$ cat src/hw/rtl/gsf_pkg.sv
package gsf_pkg;

    localparam int FRAME_LEN    = 19;
    localparam int CRC_FIRST    = 15;
    localparam int IDX_W        = $clog2(FRAME_LEN);
    localparam int QUEUE_DEPTH  = 2;
    localparam int CFG_IDX_W    = 2;
    localparam int CFG_DATA_W   = 16;

    localparam logic [CFG_IDX_W-1:0] CFG_HOLD_TIME = CFG_IDX_W'(0);
    localparam logic [CFG_IDX_W-1:0] CFG_TRIG_THR  = CFG_IDX_W'(1);

    localparam logic [15:0] HOLD_RESET   = 16'd100;
    localparam logic [7:0]  THRESH_RESET = 8'd32;
    localparam logic [7:0]  LEN_BYTE     = ~8'(FRAME_LEN);
    localparam logic [7:0]  MSG_TYPE     = 8'h90;
    localparam logic [31:0] CRC_POLY     = 32'h82F6_3B78;
    localparam logic [31:0] CRC_INIT     = 32'hFFFF_FFFF;
    localparam logic [3:0]  HAT_NEUTRAL  = 4'd8;

    // one classified snapshot, everything the back end needs for a frame
    typedef struct packed {
        logic [31:0] seq;
        logic [15:0] hold;
        logic [7:0]  btn_lo;
        logic [7:0]  btn_hi;
        logic [3:0]  hat;
        logic [7:0]  lx;
        logic [7:0]  ly;
        logic [7:0]  rx;
        logic [7:0]  ry;
    } t_gsf_desc;

    typedef struct packed {
        logic full;
        logic empty;
    } t_gsf_qstat;

    function automatic logic [31:0] crc32c_byte(input logic [31:0] crc, input logic [7:0] data);
        logic [31:0] c;
        c = crc ^ {24'd0, data};
        for (int k = 0; k < 8; k++) begin
            c = c[0] ? ((c >> 1) ^ CRC_POLY) : (c >> 1);
        end
        return c;
    endfunction

    function automatic logic [3:0] hat_code(input logic [3:0] dir);
        logic up, dn, rt, lf;
        up = dir[0] & ~dir[1];
        dn = dir[1] & ~dir[0];
        lf = dir[2] & ~dir[3];
        rt = dir[3] & ~dir[2];
        if (up) return rt ? 4'd1 : (lf ? 4'd7 : 4'd0);
        if (dn) return rt ? 4'd3 : (lf ? 4'd5 : 4'd4);
        if (rt) return 4'd2;
        if (lf) return 4'd6;
        return HAT_NEUTRAL;
    endfunction

    // high byte of value + 32768
    function automatic logic [7:0] stick_byte(input logic signed [15:0] v);
        return v[15:8] ^ 8'h80;
    endfunction

endpackage

$ cat src/hw/rtl/gsf_front.sv
module gsf_front (
    input  logic                           i_clk,
    input  logic                           i_rst_n,
    input  logic                           i_push,
    input  logic [15:0]                    i_buttons,
    input  logic [7:0]                     i_left_trigger,
    input  logic [7:0]                     i_right_trigger,
    input  logic signed [15:0]             i_left_stick_x,
    input  logic signed [15:0]             i_left_stick_y,
    input  logic signed [15:0]             i_right_stick_x,
    input  logic signed [15:0]             i_right_stick_y,
    input  logic                           i_cfg_valid,
    input  logic [gsf_pkg::CFG_IDX_W-1:0]  i_cfg_index,
    input  logic [gsf_pkg::CFG_DATA_W-1:0] i_cfg_data,
    input  gsf_pkg::t_gsf_qstat            i_qstat,
    output logic                           o_wr_en,
    output gsf_pkg::t_gsf_desc             o_desc
);

    logic [31:0] r_seq;
    logic [15:0] r_hold;
    logic [7:0]  r_thresh;

    assign o_wr_en = i_push & ~i_qstat.full;

    always_ff @(posedge i_clk) begin
        if (!i_rst_n) begin
            r_seq    <= '0;
            r_hold   <= gsf_pkg::HOLD_RESET;
            r_thresh <= gsf_pkg::THRESH_RESET;
        end else begin
            if (o_wr_en) begin
                r_seq <= r_seq + 32'd1;
            end
            if (i_cfg_valid) begin
                case (i_cfg_index)
                    gsf_pkg::CFG_HOLD_TIME: r_hold   <= i_cfg_data[15:0];
                    gsf_pkg::CFG_TRIG_THR:  r_thresh <= i_cfg_data[7:0];
                    default: ;
                endcase
            end
        end
    end

    always_comb begin
        o_desc.seq    = r_seq;
        o_desc.hold   = r_hold;
        o_desc.btn_lo = {i_right_trigger >= r_thresh, i_left_trigger >= r_thresh,
                         i_buttons[9], i_buttons[8], i_buttons[6], i_buttons[5],
                         i_buttons[4], i_buttons[7]};
        o_desc.btn_hi = {2'b00, i_buttons[15:10]};
        o_desc.hat    = gsf_pkg::hat_code(i_buttons[3:0]);
        o_desc.lx     = gsf_pkg::stick_byte(i_left_stick_x);
        o_desc.ly     = gsf_pkg::stick_byte(i_left_stick_y);
        o_desc.rx     = gsf_pkg::stick_byte(i_right_stick_x);
        o_desc.ry     = gsf_pkg::stick_byte(i_right_stick_y);
    end

endmodule

$ cat src/hw/rtl/gsf_queue.sv
module gsf_queue #(
    parameter int DEPTH = gsf_pkg::QUEUE_DEPTH
) (
    input  logic                i_clk,
    input  logic                i_rst_n,
    input  logic                i_wr_en,
    input  gsf_pkg::t_gsf_desc  i_wr_data,
    input  logic                i_rd_en,
    output gsf_pkg::t_gsf_desc  o_rd_data,
    output gsf_pkg::t_gsf_qstat o_stat
);

    localparam int PTR_W = (DEPTH > 1) ? $clog2(DEPTH) : 1;
    localparam int CNT_W = $clog2(DEPTH + 1);

    gsf_pkg::t_gsf_desc r_mem [DEPTH];
    logic [PTR_W-1:0]   r_wr_ptr;
    logic [PTR_W-1:0]   r_rd_ptr;
    logic [CNT_W-1:0]   r_count;
    logic               w_wr;
    logic               w_rd;

    assign o_stat.full  = (r_count == CNT_W'(DEPTH));
    assign o_stat.empty = (r_count == '0);
    assign w_wr         = i_wr_en & ~o_stat.full;
    assign w_rd         = i_rd_en & ~o_stat.empty;
    assign o_rd_data    = r_mem[r_rd_ptr];

    always_ff @(posedge i_clk) begin
        if (w_wr) begin
            r_mem[r_wr_ptr] <= i_wr_data;
        end
    end

    always_ff @(posedge i_clk) begin
        if (!i_rst_n) begin
            r_wr_ptr <= '0;
            r_rd_ptr <= '0;
            r_count  <= '0;
        end else begin
            if (w_wr) begin
                r_wr_ptr <= (r_wr_ptr == PTR_W'(DEPTH - 1)) ? '0 : r_wr_ptr + PTR_W'(1);
            end
            if (w_rd) begin
                r_rd_ptr <= (r_rd_ptr == PTR_W'(DEPTH - 1)) ? '0 : r_rd_ptr + PTR_W'(1);
            end
            if (w_wr && !w_rd) begin
                r_count <= r_count + CNT_W'(1);
            end else if (w_rd && !w_wr) begin
                r_count <= r_count - CNT_W'(1);
            end
        end
    end

endmodule

$ cat src/hw/rtl/gsf_back.sv
module gsf_back (
    input  logic                i_clk,
    input  logic                i_rst_n,
    input  gsf_pkg::t_gsf_desc  i_desc,
    input  gsf_pkg::t_gsf_qstat i_qstat,
    output logic                o_rd_en,
    input  logic                i_pop,
    output logic                o_empty,
    output logic [7:0]          o_frame_byte,
    output logic                o_frame_end
);

    logic [gsf_pkg::IDX_W-1:0] r_idx;
    logic [31:0]               r_crc;
    logic                      r_out_valid;
    logic [7:0]                r_out_byte;
    logic                      r_out_end;

    logic                      w_adv;
    logic                      w_last;
    logic [7:0]                w_byte;
    logic [31:0]               w_crc_in;
    logic [31:0]               w_crc_out;

    assign w_adv   = ~i_qstat.empty & (~r_out_valid | i_pop);
    assign w_last  = (r_idx == gsf_pkg::IDX_W'(gsf_pkg::FRAME_LEN - 1));
    assign o_rd_en = w_adv & w_last;

    assign o_empty      = ~r_out_valid;
    assign o_frame_byte = r_out_byte;
    assign o_frame_end  = r_out_end;

    always_comb begin
        w_crc_out = ~r_crc;
        case (r_idx)
            5'd0:    w_byte = gsf_pkg::LEN_BYTE;
            5'd1:    w_byte = gsf_pkg::MSG_TYPE;
            5'd2:    w_byte = i_desc.seq[7:0];
            5'd3:    w_byte = i_desc.seq[15:8];
            5'd4:    w_byte = i_desc.seq[23:16];
            5'd5:    w_byte = i_desc.seq[31:24];
            5'd6:    w_byte = i_desc.hold[7:0];
            5'd7:    w_byte = i_desc.hold[15:8];
            5'd8:    w_byte = i_desc.btn_lo;
            5'd9:    w_byte = i_desc.btn_hi;
            5'd10:   w_byte = {4'd0, i_desc.hat};
            5'd11:   w_byte = i_desc.lx;
            5'd12:   w_byte = i_desc.ly;
            5'd13:   w_byte = i_desc.rx;
            5'd14:   w_byte = i_desc.ry;
            5'd15:   w_byte = w_crc_out[7:0];
            5'd16:   w_byte = w_crc_out[15:8];
            5'd17:   w_byte = w_crc_out[23:16];
            5'd18:   w_byte = w_crc_out[31:24];
            default: w_byte = '0;
        endcase
        w_crc_in = (r_idx == '0) ? gsf_pkg::CRC_INIT : r_crc;
    end

    always_ff @(posedge i_clk) begin
        if (w_adv) begin
            r_out_byte <= w_byte;
            r_out_end  <= w_last;
            if (r_idx < gsf_pkg::IDX_W'(gsf_pkg::CRC_FIRST)) begin
                r_crc <= gsf_pkg::crc32c_byte(w_crc_in, w_byte);
            end
        end
    end

    always_ff @(posedge i_clk) begin
        if (!i_rst_n) begin
            r_idx       <= '0;
            r_out_valid <= 1'b0;
        end else begin
            if (w_adv) begin
                r_out_valid <= 1'b1;
                r_idx       <= w_last ? '0 : r_idx + gsf_pkg::IDX_W'(1);
            end else if (i_pop) begin
                r_out_valid <= 1'b0;
            end
        end
    end

endmodule

$ cat src/hw/rtl/gamepad_state_crc32c_framer.sv
// Gamepad snapshot framer: one snapshot in, one 19-byte CRC32C frame out.
// Input side is a queue: drive the snapshot fields with push; the snapshot
// is taken on an edge where push is high and full is low.
// Output side is a queue too: while empty is low, o_frame_byte holds the
// next frame byte and o_frame_end flags the last (top CRC byte); pop takes it.
// Registers (hold time, trigger threshold) are written over the cfg channel,
// which is always ready; write them only while no frame is in flight.
// Path: the first byte of a frame passes from the descriptor queue into the
// byte-wide output register fed by the frame sequencer. Throughput: one byte
// per cycle while the receiver pops every byte and descriptors are queued.
// A descriptor queue of QUEUE_DEPTH entries sits between the classifier and
// the sequencer, so further snapshots are taken while a frame drains.
// When the receiver stalls, the output byte holds, the sequencer waits and
// full rises once the queue fills.
// Reset: queues empty, sequence number 0, hold time 100 ms, threshold 32.
module gamepad_state_crc32c_framer #(
    parameter int QUEUE_DEPTH = gsf_pkg::QUEUE_DEPTH
) (
    input  logic                           i_clk,
    input  logic                           i_rst_n,
    input  logic                           push,
    output logic                           full,
    input  logic [15:0]                    i_buttons,
    input  logic [7:0]                     i_left_trigger,
    input  logic [7:0]                     i_right_trigger,
    input  logic signed [15:0]             i_left_stick_x,
    input  logic signed [15:0]             i_left_stick_y,
    input  logic signed [15:0]             i_right_stick_x,
    input  logic signed [15:0]             i_right_stick_y,
    output logic                           empty,
    input  logic                           pop,
    output logic [7:0]                     o_frame_byte,
    output logic                           o_frame_end,
    input  logic                           i_cfg_valid,
    output logic                           o_cfg_ready,
    input  logic [gsf_pkg::CFG_IDX_W-1:0]  i_cfg_index,
    input  logic [gsf_pkg::CFG_DATA_W-1:0] i_cfg_data
);

    gsf_pkg::t_gsf_desc  w_wr_desc;
    gsf_pkg::t_gsf_desc  w_rd_desc;
    gsf_pkg::t_gsf_qstat w_qstat;
    logic                w_wr_en;
    logic                w_rd_en;

    assign o_cfg_ready = 1'b1;
    assign full        = w_qstat.full;

    gsf_front u_front (
        .i_clk           (i_clk),
        .i_rst_n         (i_rst_n),
        .i_push          (push),
        .i_buttons       (i_buttons),
        .i_left_trigger  (i_left_trigger),
        .i_right_trigger (i_right_trigger),
        .i_left_stick_x  (i_left_stick_x),
        .i_left_stick_y  (i_left_stick_y),
        .i_right_stick_x (i_right_stick_x),
        .i_right_stick_y (i_right_stick_y),
        .i_cfg_valid     (i_cfg_valid),
        .i_cfg_index     (i_cfg_index),
        .i_cfg_data      (i_cfg_data),
        .i_qstat         (w_qstat),
        .o_wr_en         (w_wr_en),
        .o_desc          (w_wr_desc)
    );

    gsf_queue #(
        .DEPTH (QUEUE_DEPTH)
    ) u_queue (
        .i_clk     (i_clk),
        .i_rst_n   (i_rst_n),
        .i_wr_en   (w_wr_en),
        .i_wr_data (w_wr_desc),
        .i_rd_en   (w_rd_en),
        .o_rd_data (w_rd_desc),
        .o_stat    (w_qstat)
    );

    gsf_back u_back (
        .i_clk        (i_clk),
        .i_rst_n      (i_rst_n),
        .i_desc       (w_rd_desc),
        .i_qstat      (w_qstat),
        .o_rd_en      (w_rd_en),
        .i_pop        (pop),
        .o_empty      (empty),
        .o_frame_byte (o_frame_byte),
        .o_frame_end  (o_frame_end)
    );

    // each taken snapshot bumps the sequence number by exactly one
    a_seq_step: assert property (@(posedge i_clk) disable iff (!i_rst_n)
        (w_wr_en && i_rst_n) |=> (w_wr_desc.seq == $past(w_wr_desc.seq) + 32'd1))
        else $error("sequence number did not step on snapshot");

    // a frame only finishes while a descriptor is held
    a_pop_nonempty: assert property (@(posedge i_clk) disable iff (!i_rst_n)
        w_rd_en |-> !w_qstat.empty)
        else $error("frame finished with no descriptor queued");

    // after the sequencer issues the top CRC byte, the output holds a byte with the end of frame flag
    a_end_then_new: assert property (@(posedge i_clk) disable iff (!i_rst_n)
        w_rd_en |=> (!empty && o_frame_end))
        else $error("frame end not flagged on last byte");

    a_reset_empty: assert property (@(posedge i_clk)
        !i_rst_n |=> (empty && !full))
        else $error("queues not empty after reset");

endmodule
$ cat config.mk
export PLATFORM = sky130hd
export DESIGN_NAME = gamepad_state_crc32c_framer
export DESIGN_NICKNAME = d
export VERILOG_FILES = /design/src/hw/rtl/gsf_pkg.sv /design/src/hw/rtl/gsf_front.sv /design/src/hw/rtl/gsf_queue.sv /design/src/hw/rtl/gsf_back.sv /design/src/hw/rtl/gamepad_state_crc32c_framer.sv
export SDC_FILE = /design/constraint.sdc
export NUM_CORES = 1
export LEC_CHECK = 0
export ABC_AREA = 0
export BUFFER_PORTS_ARGS = -buffer_cell sky130_fd_sc_hd__buf_2
export CAP_MARGIN = 20
export CORE_MARGIN = 2
export CORE_UTILIZATION = 35
export DETAILED_ROUTE_END_ITERATION = 7
export SETUP_SLACK_MARGIN = 0.5
export SLEW_MARGIN = 20
export SYNTH_ARGS = -nofsm -noshare
export SYNTH_HDL_FRONTEND = slang
export SYNTH_HIERARCHICAL = 1
export SYNTH_SLANG_ARGS = --single-unit
$ cat constraint.sdc
create_clock -name i_clk -period 5.51 [get_ports i_clk]
set_input_delay 0.2755 -clock i_clk [delete_from_list [all_inputs] [get_ports i_clk]]
set_output_delay 0.2755 -clock i_clk [all_outputs]
set_load 0.02 [all_outputs]
---- Word level (Yosys, flattened, before mapping) ----
Memories as Yosys holds them, arrays and structs flattened. A register that Yosys moved wholly into a read port is not among the register bits.
Index checks and enable logic that the tools add are counted.
Widths: inputs -> output; s select.
word-level totals
  register bits after elaboration ......... 107
  memory bits (writable) .................. 196
  bits of input ports ..................... 119
  logic and storage cells ................. 128
  memories kept ........................... 1
operators by class
  add/sub/neg operators ................... 6
  $lt $le $gt $ge ......................... 3
  equality and inequality tests ........... 20
  muxes and demuxes ....................... 43
  bitwise logic cells ..................... 31
  reduce and logical (&&, ||, !) cells .... 12
memories
  memory         depth  bits a word  rd ports  clocked after memory_dff  wr ports  line             RTL
  u_queue.r_mem  2      98           1         1                         1         gsf_queue.sv:16  gsf_pkg::t_gsf_desc r_mem [DEPTH];
operator list
  operator               number
  $mux 32                8
  $pmux 8 s19            1
  $not 16->17            8
  $eq 5x4->1 const B     8
  $mux 4                 10
  $add 32x1->32 const B  1
  $not 32->32            1
  $xor 32x8->32          1
  $mux 26                1
  $eq 5x3->1 const B     4
  $mux 1                 19
  $ge 8x8->1             2
  $eq 5x5->1 const B     3
  $not 1->1              11
  $eq 5x2->1 const B     2
  $and 1x1->1            9
  $reduce_and 2->1       3
  $add 5x1->5 const B    1
  $eq 5x1->1 const B     1
  $logic_not 5->1        1
  $lt 5x4->1 const B     1
  $mux 5                 1
  $logic_not 2->1        2
  $mux 2                 2
  10 further kinds       14

---- Logic depth before layout (Yosys ltp) ----
  word-level depth ........................ 19
  gate-level depth with buffers ........... 14

---- Cells and area by module ----
The synthesis kept the hierarchy.
modules (own cells, without submodules)
  module                       times used  cells each  area an instance (um^2)  seq. area each (um^2)
  gsf_queue                    1           336         7445.9                   6105.9
  gsf_back                     1           376         4031.4                   1351.3
  gsf_front                    1           368         3204.3                   1121.1
  gamepad_state_crc32c_framer  1           2           11.3                     0.0

---- Worst setup path before layout ----
OpenSTA, ideal clock, no wires.
  kind .................................... register to register
  start point ............................. register u_queue.r_count[0]
  end point ............................... memory u_queue/r_mem[0][0] (netlist bit) (enable)
  arrival time ............................ 4.946 ns
  data required time ...................... 4.969 ns
  setup slack ............................. 0.022 ns
  cell stages (with the launch flop) ...... 7
  buffers on the path ..................... 1
  period minus slack after synthesis ...... 5.488 ns
  cell sequence ........................... dfxtp_1 -> nand2b_1 -> inv_2 -> nor2b_1 -> buf_2 -> inv_1 -> nor3_2
between the ends
  cells in the longest elaborated chain, start to end .. 6
RTL lines
  what                          line                               RTL
  start, declared               gsf_queue.sv:19                    logic [CNT_W-1:0] r_count;
  start signal, assigned        gsf_queue.sv:48                    r_count <= r_count + CNT_W'(1);
  start signal, assigned        gsf_queue.sv:50                    r_count <= r_count - CNT_W'(1);
  $eq 2x2->1                    gsf_queue.sv:23                    assign o_stat.full = (r_count == CNT_W'(DEPTH));
  via full                      gamepad_state_crc32c_framer.sv:22  output logic full,
  $not 1->1                     gsf_front.sv:24                    assign o_wr_en = i_push & ~i_qstat.full;
  $and 1x1->1                   gsf_front.sv:24
  via w_wr_en                   gamepad_state_crc32c_framer.sv:43  logic w_wr_en;
  $and 1x1->1                   gsf_queue.sv:25                    assign w_wr = i_wr_en & ~o_stat.full;
  $mux 1                        gsf_queue.sv:30                    if (w_wr) begin
  $mux 1 (implied by the code)  gsf_queue.sv:31                    r_mem[r_wr_ptr] <= i_wr_data;
  end, declared                 gsf_queue.sv:16
The timed path passes the listed nets, and every way through them passes these cells.

---- Worst setup path in the final report ----
  start point ............................. register u_back/r_idx[4] (netlist bit)
  end point ............................... register u_back.r_crc[5], data pin
between the ends
  elaborated cells on any way between the ends .. 37
  those cells by class .................... eq/ne: 18; mux: 10; bitwise: 8; reduce/logical: 1
RTL lines
  what                                      line            RTL
  start, declared                           gsf_back.sv:13  logic [gsf_pkg::IDX_W-1:0] r_idx;
  start signal, assigned                    gsf_back.sv:77  r_idx <= w_last ? '0 : r_idx + gsf_pkg::IDX_W'(1);
  $eq 5x5->1, or another cell as far along  gsf_back.sv:35  case (r_idx)
  $pmux 8 s19 *                             gsf_back.sv:35
  via u_back.w_byte[6]                      gsf_back.sv:21  logic [7:0] w_byte;
  $xor 32x8->32 *                           gsf_pkg.sv:41   c = crc ^ {24'd0, data};
  $not 16->17 (no source line)              n/a
  $mux 32 *                                 gsf_pkg.sv:43   c = c[0] ? ((c >> 1) ^ CRC_POLY) : (c >> 1);
  $not 16->17 (no source line)              n/a
  $mux 32 *                                 gsf_pkg.sv:43
  $not 16->17 (no source line)              n/a
  $mux 32 * (5 in a row)                    gsf_pkg.sv:43
  $not 16->17 (no source line)              n/a
  $mux 26 *                                 gsf_pkg.sv:43
  end signal, assigned                      gsf_back.sv:65  r_crc <= gsf_pkg::crc32c_byte(w_crc_in, w_byte);
  end, declared                             gsf_back.sv:14  logic [31:0] r_crc;
Mark *: on every way through the listed nets, which the timed path passes. The rest lies on a longest branch.
A chain may end at the register's enable or synchronous reset.

==> metrics.md <==
| Metric | Value |
|---|---|
| YS warnings | 6 |
| Post-synthesis sequential area ratio | 0.584 |
| Logic pwr share | 0.423 |
| Final Util | 0.407 |
| Type of the most critical hold path | input pin to flop |
| Finished layout cell area | 0.0169 sq mm |
| Fin crit period | approximately 4.3 ns |
| Clock sinks | 308 |
| Synthesized area | 0.0147 sq mm |
| Post-synth top flop | edfxtp_1 |
| Met1 Use GR | 0.203 |
| I/O Buffers | 97 |
| Synth cell types | 85 |
| Post-detail-place hpwl | between 20000 and 25000 um |
| Largest net degree at the start of global routing | between 100 and 150 |
| Endpoints failing setup | 0 |
| Clock slew at reported path FFs | 0.06 ns |
| Die area | 0.0436 sq mm |
| Number of CTS-inserted buffers | 34 |
| F_max | 231 MHz |
| DP Area | 0.0154 sq mm |
| Switch Pwr | 3440 uW |
| Final ANT Viol Nets | 0 |
| CP Capture Type | flop |
| Clock power share | 0.218 |
| Drt wl/cell | slightly below 20 um |
| First-pass iteration count of the detailed router | 6 |
| DRC Markers | 0 |
| Critical Path RT | 5.74 ns |
| Number of synthesized register bits | 308 |
| GRT Total Usage | 0.154 |
| RSZ-0062 raised after global routing | false |
| Syn Area/Cell | 13.6 sq um |
| Vias | between 8000 and 9000 |
| Die Y | about 210 um |
| Share of cells above drive strength 1 | 0.254 |
| Remaining Overflow, GRT | 0 |
| Actual slew at the worst max-slew pin | between 0.9 and 1 ns |
| GRT busiest layer | met2 |
| CTS tree | yes |
| GRT met3 Usage | 0.0242 |
| Root buf cell | clkbuf_16 |
| Number of global-route vias before repair | 8856 |
| Worst-case clock skew | 0.0180 ns |
| CP Launch Type | flop |
| Number of vias per cell | ~5.0 |
| Worst vdd ir | 0.501 mV |
| Met2 usage | 0.259 |
| Max-slew violation count | 0 |
| Status | finished, final reports clean |
| 1st-iter DRT viols | 576 |
| Nets | 1325 |
| Starting Density | 0.353 |
| Syn-to-layout area delta | 15.3% |
| Sw Ratio | 0.327 |
| Number of flops mapped to enable cells by yosys | 241 |
| Setup TNS | 0 ns |
| Core area | between 0.04 and 0.05 sq mm |
| Crit Path Category | flop to flop |
| Initial antenna violation count | 1 |
| Max-cap violations | 0 |
| DRT Wirelength | 33700 um |
| Leak | 0.00608 uW |
| # IOs | 131 |
| Ys async rst share | 0 |
| Int Pwr | just over 7000 uW |
| First-pass GRT wire length | ~52000 um |
| Max_slew headroom | 0.340 |
| Final Hold Fails | 0 |
| H-Tree Depth | 2 |
| Die width | 209 um |
| Row count | 75 |
| Synthesized instance count | roughly 1100 |
| RD Place Congestion | 0.849 |
| Worst skew pair latency | 0.52 ns |
| CTS resizes | 0 |
| Pwr Density | 621 mW/mm^2 |
| Final non-filler cell total | 1746 |
| Seq pwr share | 0.358 |
| Final period util | 0.785 |
| Cells after DPL | 1641 |
| Total power | 10500 uW |
| CP Max Fanout | 27 |
| Crit path arrival time | 4.55 ns |
| Post-CTS setup buffers | 0 |
| Maximum root-to-sink buffer count | 3 |
[cells in the mapped netlist, types with 5 or more instances]
cell type	count	share of area
a22oi_1	10	0.0051
nand3_1	20	0.0068
and2_1	39	0.017
a21boi_0	11	0.0056
buf_4	55	0.028
edfxtp_1	241	0.49
nor2b_1	19	0.0081
nand4_1	15	0.0064
nand3b_1	10	0.0051
nand2_1	56	0.014
o21ai_0	14	0.0048
xor2_1	33	0.020
a21boi_1	8	0.0041
a21o_1	6	0.0031
inv_1	30	0.0077
o22ai_1	12	0.0051
or3_1	6	0.0026
a21oi_1	9	0.0031
buf_6	12	0.0092
xnor2_1	63	0.038
nor2_1	44	0.011
a32oi_1	5	0.0030
nor3_1	11	0.0037
clkbuf_1	16	0.0041
buf_2	7	0.0024
ha_1	25	0.021
and3_1	9	0.0038
xnor2_2	5	0.0055
mux2_2	101	0.077
nand2b_1	13	0.0055
mux2i_1	24	0.016
dfxtp_1	67	0.091
[per-stage QoR]
stage	setup WS (ns)	hold slack, ns
2_1_floorplan	1.54	0.393
5_1_grt	0.932	0.0116
3_5_place_dp	1.23	0.443
3_3_place_gp	1.26	0.441
6_report	1.19	0.0175
4_1_cts	1.20	0.00301
[state kept, by name, indices dropped and copies added (netlist names), named ones only]
signal,flops
u_queue/r_count,2
u_front/r_seq,32
u_back/r_crc,32
u_front/r_hold,16
u_queue/r_mem,200
u_queue/r_wr_ptr,1
u_back/r_idx,5
u_back/o_frame_byte,8
u_front/r_thresh,8
u_back/o_frame_end,1
u_back/r_out_valid,1
u_queue/r_rd_ptr,1
[routing by layer]
| layer | vias to the layer above | routed length (um) |
|---|---|---|
| li1 | 4106 | - |
| met1 | 4271 | 14700 |
| met2 | 250 | 16000 |
| met3 | 56 | 1960 |
| met4 | 0 | 1000 |
| met5 | - | 0 |
[kinds of logic after synthesis]
group           after synthesis  share of synthesized area
buf+inv                     122                     0.0519
compound gates              109                     0.0554
other cells                   2                   0.000511
xor+xnor                    116                     0.0858
simple gates                273                      0.105
flops                       308                      0.584
fa+ha+maj                    25                     0.0213
mux                         127                     0.0961
[timing repair]
action,CTS,global route
hold buffers,43,0
endpoints found under the hold margin,83,0
endpoints found under the setup margin,0,0
[cell type report]
| class | count | area (sq um) |
|---|---|---|
| fillers | 3891 | 24700 |
| flip-flops and latches | 308 | 8580 |
| multi-input cells | 653 | 5390 |
| repair buffers | 153 | 1040 |
| clock buffers | 46 | 948 |
| well taps | 539 | 674 |
| clock inverters | 15 | 190 |
| inverters | 31 | 116 |
| diodes | 1 | 2.50 |
[worst max-delay path, stage by stage (launching register included)]
cell      delay, ns
dfxtp_1        0.95
inv_1          0.27
ha_1           0.30
inv_1          0.24
o211ai_1       0.13
or4_1          0.60
xor2_1         0.73
xnor2_1        0.35
xor2_1         0.34
xnor2_1        0.13
[power by group through the flow]
| stage | Clock (uW) | Sequential, uW | Combinational [uW] |
|---|---|---|---|
| finish | 2300 | 3770 | 4450 |
| global route | 2450 | 3820 | 4850 |
| CTS | 2360 | 3770 | 4500 |
| detailed placement | 0 | 3820 | 4440 |
| global placement | 0 | 3800 | 4380 |
| floorplan | 0 | 3800 | 3550 |
[cells in the final DEF (no fill, tap or decap), drive strengths merged, types with 9 or more instances in the layout]
| cell | count |
|---|---|
| edfxtp | 241 |
| buf | 110 |
| mux2 | 102 |
| xnor2 | 72 |
| dfxtp | 67 |
| nand2 | 57 |
| clkbuf | 46 |
| nor2 | 44 |
| dlygate4sd3 | 43 |
| and2 | 40 |
| xor2 | 37 |
| inv | 33 |
| ha | 25 |
| mux2i | 24 |
| nand3 | 20 |
| nor2b | 20 |
| a21boi | 19 |
| nand4 | 16 |
| o21ai | 15 |
| nand2b | 13 |
| o22ai | 12 |
| nor3 | 12 |
| a22oi | 11 |
| nand3b | 10 |
| and3 | 10 |
| a21oi | 9 |
[path summary, 6_finish.rpt]
check,cells after the start,end,start,slack (ns)
worst max-delay path,9,u_back/r_crc[5]$_DFFE_PP_,u_back/r_idx[4]$_SDFFE_PN0P_,1.19
worst min-delay path,3,u_front/r_hold[9]$_SDFFE_PN0P_,i_cfg_data[9],0.02
worst max register to register,9,u_back/r_crc[5]$_DFFE_PP_,u_back/r_idx[4]$_SDFFE_PN0P_,1.19
worst min register to register,0,u_queue/r_mem[1][53]$_DFFE_PP_,u_front/r_hold[1]$_SDFFE_PN0P_,0.45
No activity file was read; power rests on OpenSTA's default activity.
